==> src/hw/rtl/cbm_irq_pkg.sv <==
`timescale 1ns / 1ps

package cbm_irq_pkg;

  // Item kinds on the input channel
  typedef enum logic [1:0] {
    OP_CPU_WRITE = 2'd0,
    OP_VIDEO     = 2'd1,
    OP_CPU_CYCLE = 2'd2
  } cbm_op_t;

  // Register decode: {addr[14:13], addr[0]} of an access at or above 0x8000
  typedef enum logic [2:0] {
    REG_SELECT   = 3'b000,
    REG_BANK     = 3'b001,
    REG_MIRROR   = 3'b010,
    REG_UNUSED   = 3'b011,
    REG_RELOAD   = 3'b100,
    REG_IRQ_CTRL = 3'b101,
    REG_IRQ_OFF  = 3'b110,
    REG_IRQ_ON   = 3'b111
  } cbm_reg_t;

  localparam logic [3:0] HOLDOFF_RELOAD  = 4'd8;
  localparam logic [1:0] IRQ_DELAY_START = 2'd3;
  localparam logic [7:0] PRESCALE_RELOAD = 8'd4;
  localparam logic [7:0] FIXED_PRG_BANK  = 8'hFF;

  localparam int NUM_PRG = 3;
  localparam int NUM_CHR = 8;

  typedef struct packed {
    logic       to_chr;
    logic       to_prg;
    logic [2:0] idx;
  } bank_target_t;

  // Where a bank data write lands for a given select code
  function automatic bank_target_t bank_target(input logic [3:0] sel);
    bank_target_t t;
    t = '0;
    case (sel)
      4'h0: begin t.to_chr = 1'b1; t.idx = 3'd0; end
      4'h1: begin t.to_chr = 1'b1; t.idx = 3'd2; end
      4'h2: begin t.to_chr = 1'b1; t.idx = 3'd4; end
      4'h3: begin t.to_chr = 1'b1; t.idx = 3'd5; end
      4'h4: begin t.to_chr = 1'b1; t.idx = 3'd6; end
      4'h5: begin t.to_chr = 1'b1; t.idx = 3'd7; end
      4'h6: begin t.to_prg = 1'b1; t.idx = 3'd0; end
      4'h7: begin t.to_prg = 1'b1; t.idx = 3'd1; end
      4'h8: begin t.to_chr = 1'b1; t.idx = 3'd1; end
      4'h9: begin t.to_chr = 1'b1; t.idx = 3'd3; end
      4'hF: begin t.to_prg = 1'b1; t.idx = 3'd2; end
      default: t = '0;
    endcase
    return t;
  endfunction

endpackage

==> src/hw/rtl/cartridge_bank_mapper_irq.sv <==
`timescale 1ns / 1ps

// Cartridge bank mapper with an A12- or CPU-clocked scanline IRQ counter. Each item is
// a CPU register write, a video bus cycle or a CPU cycle (in_tuser); every item yields
// exactly one result giving the IRQ line, mirroring and the program/character banks
// mapped at the item's addresses, as they stand after the item. Items pass the input
// register, then the result register, and one item is accepted every cycle unless the
// result side stalls; the whole state update and bank lookup is one combinational pass
// between the two registers. A stalled result register backs up into the input register,
// and in_tready drops only when both hold an item. No clearing pass is needed after reset.
module cartridge_bank_mapper_irq_core
  import cbm_irq_pkg::*;
(
  input  logic        clk,
  input  logic        rst_n,
  input  logic        in_tvalid,
  output logic        in_tready,
  input  logic [39:0] in_tdata,   // cpu_addr[15:0], wdata[23:16], vid_addr[37:24], zero pad
  input  logic [1:0]  in_tuser,   // opcode[1:0]
  output logic        out_tvalid,
  input  logic        out_tready,
  output logic [23:0] out_tdata,  // irq_line[0], mirror_mode[1], prg_bank[9:2],
                                  // chr_bank[17:10], zero pad
  output logic        out_tuser   // prg_valid[0]
);

  // input register
  logic        s1_valid_r;
  cbm_op_t     s1_op_r;
  logic [15:0] s1_caddr_r;
  logic [7:0]  s1_wdata_r;
  logic [13:0] s1_vaddr_r;

  // result register
  logic        out_valid_r;
  logic        irq_line_r, mirror_mode_r, prg_valid_r;
  logic [7:0]  prg_bank_r, chr_bank_r;

  // mapper state
  logic [7:0] mode_sel_r,   mode_sel_nxt;
  logic       mirror_r,     mirror_nxt;
  logic [7:0] prg_banks_r [NUM_PRG];
  logic [7:0] prg_banks_nxt [NUM_PRG];
  logic [7:0] chr_banks_r [NUM_CHR];
  logic [7:0] chr_banks_nxt [NUM_CHR];
  logic       cnt_src_r,    cnt_src_nxt;
  logic [7:0] reload_r,     reload_nxt;
  logic       reload_pend_r, reload_pend_nxt;
  logic       irq_en_r,     irq_en_nxt;
  logic [7:0] line_cnt_r,   line_cnt_nxt;
  logic [7:0] prescale_r,   prescale_nxt;
  logic [3:0] holdoff_r,    holdoff_nxt;
  logic [1:0] irq_dly_r,    irq_dly_nxt;
  logic       irq_r,        irq_nxt;

  logic         advance;
  logic         cnt_tick, cpu_tick;
  logic [3:0]   hold_dec;
  logic [7:0]   pre_dec;
  logic         a12;
  bank_target_t tgt;
  cbm_reg_t     reg_sel;

  logic        prg_valid_nxt;
  logic [7:0]  prg_bank_nxt, chr_bank_nxt;
  logic [1:0]  prg_slot;
  logic [2:0]  chr_slot;

  assign advance   = s1_valid_r && (!out_valid_r || out_tready);
  assign in_tready = !s1_valid_r || advance;

  always_ff @(posedge clk) begin
    if (!rst_n) begin
      s1_valid_r <= 1'b0;
    end else if (in_tready) begin
      s1_valid_r <= in_tvalid;
    end
  end

  always_ff @(posedge clk) begin
    if (in_tready && in_tvalid) begin
      s1_op_r    <= cbm_op_t'(in_tuser);
      s1_caddr_r <= in_tdata[15:0];
      s1_wdata_r <= in_tdata[23:16];
      s1_vaddr_r <= in_tdata[37:24];
    end
  end

  assign a12     = s1_vaddr_r[12];
  assign tgt     = bank_target(mode_sel_r[3:0]);
  assign reg_sel = cbm_reg_t'({s1_caddr_r[14:13], s1_caddr_r[0]});

  always_comb begin
    mode_sel_nxt    = mode_sel_r;
    mirror_nxt      = mirror_r;
    prg_banks_nxt   = prg_banks_r;
    chr_banks_nxt   = chr_banks_r;
    cnt_src_nxt     = cnt_src_r;
    reload_nxt      = reload_r;
    reload_pend_nxt = reload_pend_r;
    irq_en_nxt      = irq_en_r;
    line_cnt_nxt    = line_cnt_r;
    prescale_nxt    = prescale_r;
    holdoff_nxt     = holdoff_r;
    irq_dly_nxt     = irq_dly_r;
    irq_nxt         = irq_r;
    cnt_tick        = 1'b0;
    cpu_tick        = 1'b0;
    hold_dec        = (holdoff_r != 4'd0) ? holdoff_r - 4'd1 : 4'd0;
    pre_dec         = prescale_r - 8'd1;

    if (advance) begin
      case (s1_op_r)
        OP_CPU_WRITE: begin
          if (s1_caddr_r[15]) begin
            unique case (reg_sel)
              REG_SELECT: mode_sel_nxt = s1_wdata_r;
              REG_BANK: begin
                if (tgt.to_chr) begin
                  chr_banks_nxt[tgt.idx] = s1_wdata_r;
                end else if (tgt.to_prg) begin
                  prg_banks_nxt[tgt.idx[1:0]] = s1_wdata_r;
                end
              end
              REG_MIRROR: mirror_nxt = ~s1_wdata_r[0];
              REG_UNUSED: ;
              REG_RELOAD: reload_nxt = s1_wdata_r;
              REG_IRQ_CTRL: begin
                cnt_src_nxt     = s1_wdata_r[0];
                line_cnt_nxt    = 8'd0;
                reload_pend_nxt = 1'b1;
              end
              REG_IRQ_OFF: begin
                irq_en_nxt = 1'b0;
                irq_nxt    = 1'b0;
              end
              REG_IRQ_ON: irq_en_nxt = 1'b1;
              default: ;
            endcase
          end
        end
        OP_VIDEO: begin
          if (!cnt_src_r) begin
            if (irq_dly_r != 2'd0) begin
              irq_dly_nxt = irq_dly_r - 2'd1;
              if (irq_dly_r == 2'd1) begin
                irq_nxt = 1'b1;
              end
            end
            holdoff_nxt = hold_dec;
            if (hold_dec == 4'd0 && a12) begin
              cnt_tick = 1'b1;
            end
            if (a12) begin
              holdoff_nxt = HOLDOFF_RELOAD;
            end
          end
        end
        OP_CPU_CYCLE: begin
          if (cnt_src_r) begin
            prescale_nxt = pre_dec;
            if (pre_dec == 8'd0) begin
              prescale_nxt = PRESCALE_RELOAD;
              cnt_tick     = 1'b1;
              cpu_tick     = 1'b1;
            end
          end
        end
        default: ;
      endcase

      // counter clock; a write item never ticks, so the _r values are current here
      if (cnt_tick) begin
        if (line_cnt_r == 8'd0 || reload_pend_r) begin
          line_cnt_nxt = reload_r;
        end else begin
          line_cnt_nxt = line_cnt_r - 8'd1;
        end
        if ((line_cnt_r != 8'd0 || reload_pend_r) && line_cnt_nxt == 8'd0 && irq_en_r) begin
          irq_dly_nxt = IRQ_DELAY_START;
        end
        reload_pend_nxt = 1'b0;
      end
      // CPU-clocked mode raises the IRQ at once
      if (cpu_tick && irq_dly_nxt != 2'd0) begin
        irq_dly_nxt = 2'd0;
        irq_nxt     = 1'b1;
      end
    end
  end

  // lookups on the state left by the item
  assign prg_slot = s1_caddr_r[14:13];
  assign chr_slot = s1_vaddr_r[12:10] ^ {mode_sel_nxt[7], 2'b00};

  always_comb begin
    prg_valid_nxt = s1_caddr_r[15];
    prg_bank_nxt  = 8'd0;
    if (s1_caddr_r[15]) begin
      if (prg_slot == 2'd3) begin
        prg_bank_nxt = FIXED_PRG_BANK;
      end else if (mode_sel_nxt[6]) begin
        case (prg_slot)
          2'd0:    prg_bank_nxt = prg_banks_nxt[2];
          2'd1:    prg_bank_nxt = prg_banks_nxt[0];
          default: prg_bank_nxt = prg_banks_nxt[1];
        endcase
      end else begin
        prg_bank_nxt = prg_banks_nxt[prg_slot];
      end
    end

    // 2K mode: low half pairs banks 0/1 and 2/3 from the even register
    if (!mode_sel_nxt[5] && !chr_slot[2]) begin
      chr_bank_nxt = {chr_banks_nxt[{1'b0, chr_slot[1], 1'b0}][7:1], chr_slot[0]};
    end else begin
      chr_bank_nxt = chr_banks_nxt[chr_slot];
    end
  end

  always_ff @(posedge clk) begin
    if (!rst_n) begin
      mode_sel_r    <= 8'd0;
      mirror_r      <= 1'b0;
      for (int i = 0; i < NUM_PRG; i++) prg_banks_r[i] <= 8'hFF;
      for (int i = 0; i < NUM_CHR; i++) chr_banks_r[i] <= 8'(i);
      cnt_src_r     <= 1'b0;
      reload_r      <= 8'd0;
      reload_pend_r <= 1'b0;
      irq_en_r      <= 1'b0;
      line_cnt_r    <= 8'd0;
      prescale_r    <= 8'd0;
      holdoff_r     <= 4'd0;
      irq_dly_r     <= 2'd0;
      irq_r         <= 1'b0;
    end else begin
      mode_sel_r    <= mode_sel_nxt;
      mirror_r      <= mirror_nxt;
      prg_banks_r   <= prg_banks_nxt;
      chr_banks_r   <= chr_banks_nxt;
      cnt_src_r     <= cnt_src_nxt;
      reload_r      <= reload_nxt;
      reload_pend_r <= reload_pend_nxt;
      irq_en_r      <= irq_en_nxt;
      line_cnt_r    <= line_cnt_nxt;
      prescale_r    <= prescale_nxt;
      holdoff_r     <= holdoff_nxt;
      irq_dly_r     <= irq_dly_nxt;
      irq_r         <= irq_nxt;
    end
  end

  always_ff @(posedge clk) begin
    if (!rst_n) begin
      out_valid_r <= 1'b0;
    end else if (advance) begin
      out_valid_r <= 1'b1;
    end else if (out_tready) begin
      out_valid_r <= 1'b0;
    end
  end

  always_ff @(posedge clk) begin
    if (advance) begin
      irq_line_r    <= irq_nxt;
      mirror_mode_r <= mirror_nxt;
      prg_valid_r   <= prg_valid_nxt;
      prg_bank_r    <= prg_bank_nxt;
      chr_bank_r    <= chr_bank_nxt;
    end
  end

  assign out_tvalid = out_valid_r;
  assign out_tdata  = {6'd0, chr_bank_r, prg_bank_r, mirror_mode_r, irq_line_r};
  assign out_tuser  = prg_valid_r;

endmodule

==> config.mk <==
export PLATFORM = sky130hd
export DESIGN_NAME = cartridge_bank_mapper_irq_core
export DESIGN_NICKNAME = d
export VERILOG_FILES = /design/src/hw/rtl/cbm_irq_pkg.sv /design/src/hw/rtl/cartridge_bank_mapper_irq.sv
export SDC_FILE = /design/constraint.sdc
export NUM_CORES = 1
export LEC_CHECK = 0
export BUFFER_PORTS_ARGS = -buffer_cell sky130_fd_sc_hd__buf_2
export CAP_MARGIN = 40
export CORE_MARGIN = 1.5
export CORE_UTILIZATION = 48
export DETAILED_ROUTE_END_ITERATION = 8
export PLACE_DENSITY = 0.67
export SLEW_MARGIN = 5
export SYNTH_ARGS = -nofsm -noshare
export SYNTH_HDL_FRONTEND = slang
export SYNTH_SLANG_ARGS = --single-unit
==> constraint.sdc <==
create_clock -name clk -period 3.1 [get_ports clk]
set_input_delay 0.31 -clock clk [delete_from_list [all_inputs] [get_ports clk]]
set_output_delay 0.31 -clock clk [all_outputs]
set_load 0.1 [all_outputs]
==> summary.md, run 1 <==
| Metric | Value |
|---|---|
| Place WS | 0.194 ns |
| Vias in the first global route | 6401 |
| CP bufs+invs | 4 |
| H-tree Lvls | 4 |
| Core area | 16500 sq um |
| Detailed placement HPWL | 13500 microns |
| CTS tree | built |
| Hold slack | 0.0547 ns |
| Area growth syn-to-layout | 15.4% |
| GRT Residual Overflow | 0 |
| First-pass DRT Iterations | 6 |
| Synth Cell Area | 8040 sq um |
| Crit path largest cell delay | 0.44 ns |
| Final antenna diode count | 0 |
| Fin. max-slew vios | 0 |
| Max Fanout on Critical Path | 5 |
| Commonest non-fill, non-tap cell in the layout | nand2_1 |
| Crit path cell chain | inv_1 > ha_1 > and4bb_2 > nand3_1 > buf_4 > nor4_4 > buf_4 > buf_4 > mux2i_1 > o22ai_1 > o22ai_1 > o21ai_0 |
| Prevailing post-synth register cell | dfxtp_1 |
| Post-route DRC | 0 |
| DRT iter0 DRCs | 600 |
| Worst vdd ir | 0.428 mV |
| Worst-Margin Slew | 0.707 ns |
| Layout cells sized above 1 | 0.146 |
| Synth cell types | 68 |
| Largest net degree at the start of global routing | 58 |
| Initial Util | 0.488 |
| Max cap viols | 0 |
| Final Skew | 0.0102 ns |
| Chip width | 132 microns |
| Syn avg cell area | 8.59 sq um |
| Clock tree buffer depth | 2 |
| WL final | 20500 microns |
| Max Freq | 0.329 GHz |
| Post-synthesis sequential area ratio | 0.463 |
| DP Area | 8610 sq um |
| RSZ-0062 raised after global routing | true |
| Met2 Wirelength | 9320 microns |
| GPL Wtd Cong | 0.834 |
| Critical Path End Type | flip-flop |
| Post-route cell area | 9280 sq um |
| Static Leak | 3.40 nW |
| Skew-Pair Late Insertion Delay | 0.43 ns |
| Die area | 17500 sq um |
| PortBufs | 41 |
| Setup TNS | 0 ns |
| Initial antenna violation count | 0 |
| Most frequent CP cell | buf_4 |
| Crit start category | flip-flop |
| Max layer used | met4 |
| Total track usage | 0.238 |
| Nets | 1028 |
| CTS root buf | clkbuf_16 |
| Status | finished, final reports clean |
| Vias | 7021 |
| WL met1 | 9660 microns |
| Synth warn | 0 |
| Met3 WL post-DR | 1100 microns |
| Final Power | 0.00495 W |
| WL/cell | 16.9 microns |
| DR vias/cell | 5.81 |
| Clock transition at path regs | 0.06 ns |
| PwrDens | 533 nW/um^2 |
| CP Data Required Time | 3.26 ns |
| CTS sink count | 168 |
| Final ANT Viol Nets | 0 |
| Number of synthesized flops with an enable pin | 36 |
| Hold Crit Class | input pin to flip-flop |
| Top Family by Delay on Critical Path | simple AND/OR/NAND/NOR gates |
| Asr flop ratio synth | 0 |
| CP max stage cell | edfxtp_1 |
| Post-Syn Instances | 936 |
| Post-route minimum period | 3.04 ns |
| Final hold viol count | 0 |
| Final worst slack | 0.0588 ns |
| Crit path arrival time | 3.20 ns |
| Setup violators final | 0 |
| Worst slew margin | 0.527 |
| Chip height | 132 microns |
| CTS buffer count | 17 |
| CP Class | flip-flop to flip-flop |
| # hold bufs at CTS | 0 |
| Final period util | 0.981 |
| Num ports | 73 |
| Num rows | 47 |
| Worst reg2reg setup slack | 0.06 ns |
| Global-route wire length before repair | 32900 microns |
| Commonest non-fill, non-tap cells in the layout | nand2_1, dfxtp_1, nor2_1, a21oi_1, buf_4 |
| Register bit total from synthesis | 168 |
==> report_power, final <==
group          switching (W)  total (W)  internal (W)
logic               0.000300   0.000392     0.0000921
clock network       0.000897    0.00226       0.00136
registers          0.0000307    0.00230       0.00227
==> synthesized netlist by cell type (10+ instances only) <==
cell type / count / area, sq um
a21oi_1: 90 / 450
clkbuf_1: 53 / 199
dfxtp_1: 132 / 2640
edfxtp_1: 36 / 1080
inv_1: 24 / 90.1
mux2i_1: 41 / 410
nand2_1: 139 / 522
nand3_1: 22 / 110
nor2_1: 90 / 338
nor2b_1: 10 / 62.6
nor3_1: 25 / 125
nor4_1: 11 / 68.8
o211ai_1: 18 / 135
o21ai_0: 35 / 175
o221ai_1: 12 / 105
o22ai_1: 22 / 138
o31ai_1: 16 / 120
==> registers in the layout, summed over array words and instances (netlist names), 2 cells and up <==
register     flops
chr_banks_r     64
prg_banks_r     24
chr_bank_r       8
line_cnt_r       8
prescale_r       8
prg_bank_r       8
reload_r         8
s1_wdata_r       8
mode_sel_r       7
holdoff_r        4
s1_caddr_r       4
s1_vaddr_r       3
irq_dly_r        2
s1_op_r          2
==> worst reg2reg max path, stage by stage (launching register included) <==
cell and delay [ns]:
edfxtp_1 0.44, inv_1 0.11, ha_1 0.23, and4bb_2 0.31, nand3_1 0.17, buf_4 0.21, nor4_4 0.30, buf_4 0.22
buf_4 0.13, mux2i_1 0.22, o22ai_1 0.16, o22ai_1 0.17, o21ai_0 0.12
==> timing repair <==
action                                  4_1_cts  5_1_grt
endpoints found under the setup margin        0        4
setup buffers                                 0        3
resized for setup                             0        4
==> metrics by stage <==
step	utilization	cells
2_1_floorplan	-	941
3_3_place_gp	0.522	1171
3_5_place_dp	0.523	1172
4_1_cts	0.561	1204
5_1_grt	0.564	1208
6_report	0.564	1208
==> final timing paths <==
check                       start         endpoint  cells after the start
setup reg to reg       s1_op_r[1]    chr_bank_r[4]                     12
setup / recovery       s1_op_r[1]    chr_bank_r[4]                     12
hold reg to reg   chr_banks_r[43]  chr_banks_r[43]                      2
hold / removal       in_tdata[34]   s1_vaddr_r[10]                      1
==> logic make-up after synthesis <==
kind of cell / share of synthesized area
compound gates: 0.199
simple gates: 0.207
other cells: 0.000466
mux: 0.0539
buf+inv: 0.0526
xor+xnor: 0.0129
flops: 0.463
fa+ha+maj: 0.0109
==> area by class of cell <==
type / count / area, sq um
sequential: 168 / 3720
fill: 1530 / 7190
inverter: 25 / 93.8
timing repair buffer: 90 / 616
multi-input combinational: 673 / 3950
clock buffer: 18 / 429
tap: 220 / 275
clock inverter: 14 / 194
==> metal layers <==
metal / vias up / GRT usage
li1: 3461 / -
met1: 3312 / 0.324
met2: 219 / 0.378
met3: 29 / 0.0494
met4: 0 / 0.0788
met5: - / 0
No activity file was read; power rests on OpenSTA's default activity.
==> run 2: changes to the inputs <==
--- a/config.mk
+++ b/config.mk
@@ -7,7 +7,6 @@
 export LEC_CHECK = 0
 export BUFFER_PORTS_ARGS = -buffer_cell sky130_fd_sc_hd__buf_2
 export CAP_MARGIN = 40
-export CORE_MARGIN = 1.5
 export CORE_UTILIZATION = 48
 export DETAILED_ROUTE_END_ITERATION = 8
 export PLACE_DENSITY = 0.67
==> run 2 against run 1 <==
  * Combinational power about the same
  * Critical endpoint is now chr_bank_r[5]
  * Non-clock buffer count down 6
  * Die area down 1.5%
  * Design area shrank 0.86%
  * Wire length is 2.5% higher
  * Via count is essentially flat
  * Highest routed layer unchanged
==> summary.md, run 2 (synthesis gave the netlist of run 1 again) <==
| Metric | Value |
|---|---|
| WL/cell | 17.5 microns (was 16.9 microns) |
| Combinational share of power | 0.081 (was 0.079) |
| Chip height | 131 microns (was 132 microns) |
| Fin. max-slew vios | 0 (unchanged) |
| Initial Util | 0.499 (was 0.488) |
| Internal | 0.00357 W (was 0.00372 W) |
| Layout cells sized above 1 | 0.144 (was 0.146) |
| Skew-Pair Late Insertion Delay | 0.44 ns (was 0.43 ns) |
| CTS root buf | clkbuf_16 (unchanged) |
| Static Leak | 3.35 nW (was 3.40 nW) |
| Crit path cell chain | inv_1 > ha_1 > and4bb_2 > nor4b_4 > buf_4 > mux2_2 > nand3_1 > o22ai_1 > o22ai_1 > o21ai_0 (was inv_1 > ha_1 > and4bb_2 > nand3_1 > buf_4 > nor4_4 > buf_4 > buf_4 > mux2i_1 > o22ai_1 > o22ai_1 > o21ai_0) |
| Hold Crit Class | input pin to flip-flop (unchanged) |
| Worst slew margin | 0.437 (was 0.527) |
| Area growth syn-to-layout | 14.4% (was 15.4%) |
| Setup violators final | 0 (unchanged) |
| RSZ-0062 raised after global routing | false (was true) |
| Worst Setup SP | s1_op_r[0] (was s1_op_r[1]) |
| Final hold viol count | 0 (unchanged) |
| Num rows | 46 (was 47) |
| Largest Register | chr_banks_r (unchanged) |
| Status | finished, final reports clean (unchanged) |
| Post-route DRC | 0 (unchanged) |
| Critical Path End Type | flip-flop (unchanged) |
| CTS buffer count | 17 (unchanged) |
| PortBufs | 41 (unchanged) |
| CTS sink count | 168 (unchanged) |
| Final Util | 0.571 (was 0.564) |
| Commonest non-fill, non-tap cells in the layout | nand2_1, dfxtp_1, nor2_1, a21oi_1 (was nand2_1, dfxtp_1, nor2_1, a21oi_1, buf_4) |
| Clock transition at path regs | 0.07 ns (was 0.06 ns) |
| Reg-to-Reg Start | s1_op_r[0] (was s1_op_r[1]) |
| DR vias/cell | 5.87 (was 5.81) |
| CTS tree | built (unchanged) |
| Top flop regs | chr_banks_r x64, prg_banks_r x24 (unchanged) |
| Worst vdd ir | 0.486 mV (was 0.428 mV) |
| Hold slack | 0.0461 ns (was 0.0547 ns) |
| Clock tree buffer depth | 2 (unchanged) |
| Max Freq | 0.343 GHz (was 0.329 GHz) |
| Nets | 1022 (was 1028) |
| Dpl cells | 1166 (was 1172) |
| Final period util | 0.941 (was 0.981) |
| Chip width | 131 microns (was 132 microns) |
| Final Power | 0.00485 W (was 0.00495 W) |
| PwrDens | 527 nW/um^2 (was 533 nW/um^2) |
| Initial antenna violation count | 0 (unchanged) |
| Max cap viols | 0 (unchanged) |
| Largest net degree at the start of global routing | 58 (unchanged) |
| Vias in the first global route | 6375 (was 6401) |
| Num ports | 73 (unchanged) |
| Post-route minimum period | 2.92 ns (was 3.04 ns) |
| Reg power frac | 0.473 (was 0.465) |
| Crit start category | flip-flop (unchanged) |
| Psw | 0.00129 W (was 0.00123 W) |
| Worst-Margin Slew | 0.844 ns (was 0.707 ns) |
| Most frequent CP cell | o22ai_1 (was buf_4) |
| GPL Wtd Cong | 0.841 (was 0.834) |
| CP Data Required Time | 3.27 ns (was 3.26 ns) |
| Setup Fix Bufs, Post-CTS | 0 (unchanged) |
| CP Class | flip-flop to flip-flop (unchanged) |
| First-pass DRT Iterations | 5 (was 6) |
| Core area | 16100 sq um (was 16500 sq um) |
| Crit path arrival time | 3.09 ns (was 3.20 ns) |
| Non-Filler Instances | 1198 (was 1208) |
| Final ANT Viol Nets | 0 (unchanged) |
| Crit path largest cell delay | 0.40 ns (was 0.44 ns) |
| Die area | 17300 sq um (was 17500 sq um) |
| Final antenna diode count | 0 (unchanged) |
| Global-route wire length before repair | 33900 microns (was 32900 microns) |
| Sw Share | 0.265 (was 0.248) |
| Detailed placement HPWL | 13900 microns (was 13500 microns) |
| Commonest non-fill, non-tap cell in the layout | nand2_1 (unchanged) |
| FILL cells | 1483 (was 1530) |
| Worst Hold Launch | in_tdata[18] (was in_tdata[34]) |
| Clock power share | 0.446 (was 0.456) |
| GRT Residual Overflow | 0 (unchanged) |
| Max Fanout on Critical Path | 7 (was 5) |
| Vias | 7027 (was 7021) |
| WL final | 21000 microns (was 20500 microns) |
| Total track usage | 0.249 (was 0.238) |
| CP max stage cell | edfxtp_1 (unchanged) |
| DRT iter0 DRCs | 639 (was 600) |
| H-tree Lvls | 4 (unchanged) |
| Max reg flops | 64 (unchanged) |
| Final Skew | 0.0123 ns (was 0.0102 ns) |
## run 2: cell types whose count changed in the layout (fill, tap and decap cells not counted), sizes merged
cell / previous run / this run
inv: 30 / 32
clkinv: 4 / 3
buf: 90 / 84
bufinv: 4 / 2
clkinvlp: 1 / 2
## run 2: final timing paths
path,to,slack (ns),cells past startpoint
setup / recovery,chr_bank_r[5],0.18,10
hold / removal,s1_wdata_r[2],0.05,1
setup reg to reg,chr_bank_r[5],0.18,10
hold reg to reg,chr_banks_r[46],0.45,2
## run 2: per-stage QoR
stage	worst slack (ns)	setup TNS (ns)	area [sq um]
2_1_floorplan	0.241	0	8060
3_3_place_gp	0.197	0	8570
3_5_place_dp	-0.0277	-0.0277	8570
4_1_cts	0.0309	0	9170
5_1_grt	0.0148	0	9200
6_report	0.183	0	9200
## run 2: critical path: cells and delay by family, from the launching register on
kind / cells / cell delay (ns)
fa+ha+maj: 1 / 0.22
buf+inv: 2 / 0.33
compound gates: 3 / 0.52
flops: 1 / 0.40
mux: 1 / 0.38
simple gates: 3 / 0.80
## run 2: final cells by class
| type | instances | area [sq um] | area share |
|---|---|---|---|
| clock inverter | 14 | 161 | 0.0175 |
| inverter | 25 | 93.8 | 0.0102 |
| tap | 216 | 270 | 0.0294 |
| clock buffer | 18 | 429 | 0.0466 |
| multi-input combinational | 673 | 3970 | 0.431 |
| sequential | 168 | 3720 | 0.405 |
| timing repair buffer | 84 | 553 | 0.0601 |
## run 2: power by group through the flow
stage	clock, W	combinational, W	sequential [W]
final	0.00216	0.000392	0.00230
after global routing	0.00227	0.000413	0.00230
after CTS	0.00219	0.000387	0.00229
after detailed placement	0	0.000385	0.00234
after global placement	0	0.000383	0.00234
after floorplan	0	0.000206	0.00242
## run 2: what timing repair did
action | CTS | global route
hold buffers | 0 | 0
gates resized for setup | 1 | 5
gates cloned | 0 | 0
setup endpoints to repair | 1 | 11
pin swaps | 0 | 1
## run 2: layer usage
| layer | part of all wire | vias to the layer above | GRT usage |
|---|---|---|---|
| li1 | - | 3443 | - |
| met1 | 0.49 | 3328 | 0.357 |
| met2 | 0.44 | 227 | 0.372 |
| met3 | 0.052 | 29 | 0.0432 |
| met4 | 0.018 | 0 | 0.0911 |
| met5 | 0 | - | 0 |
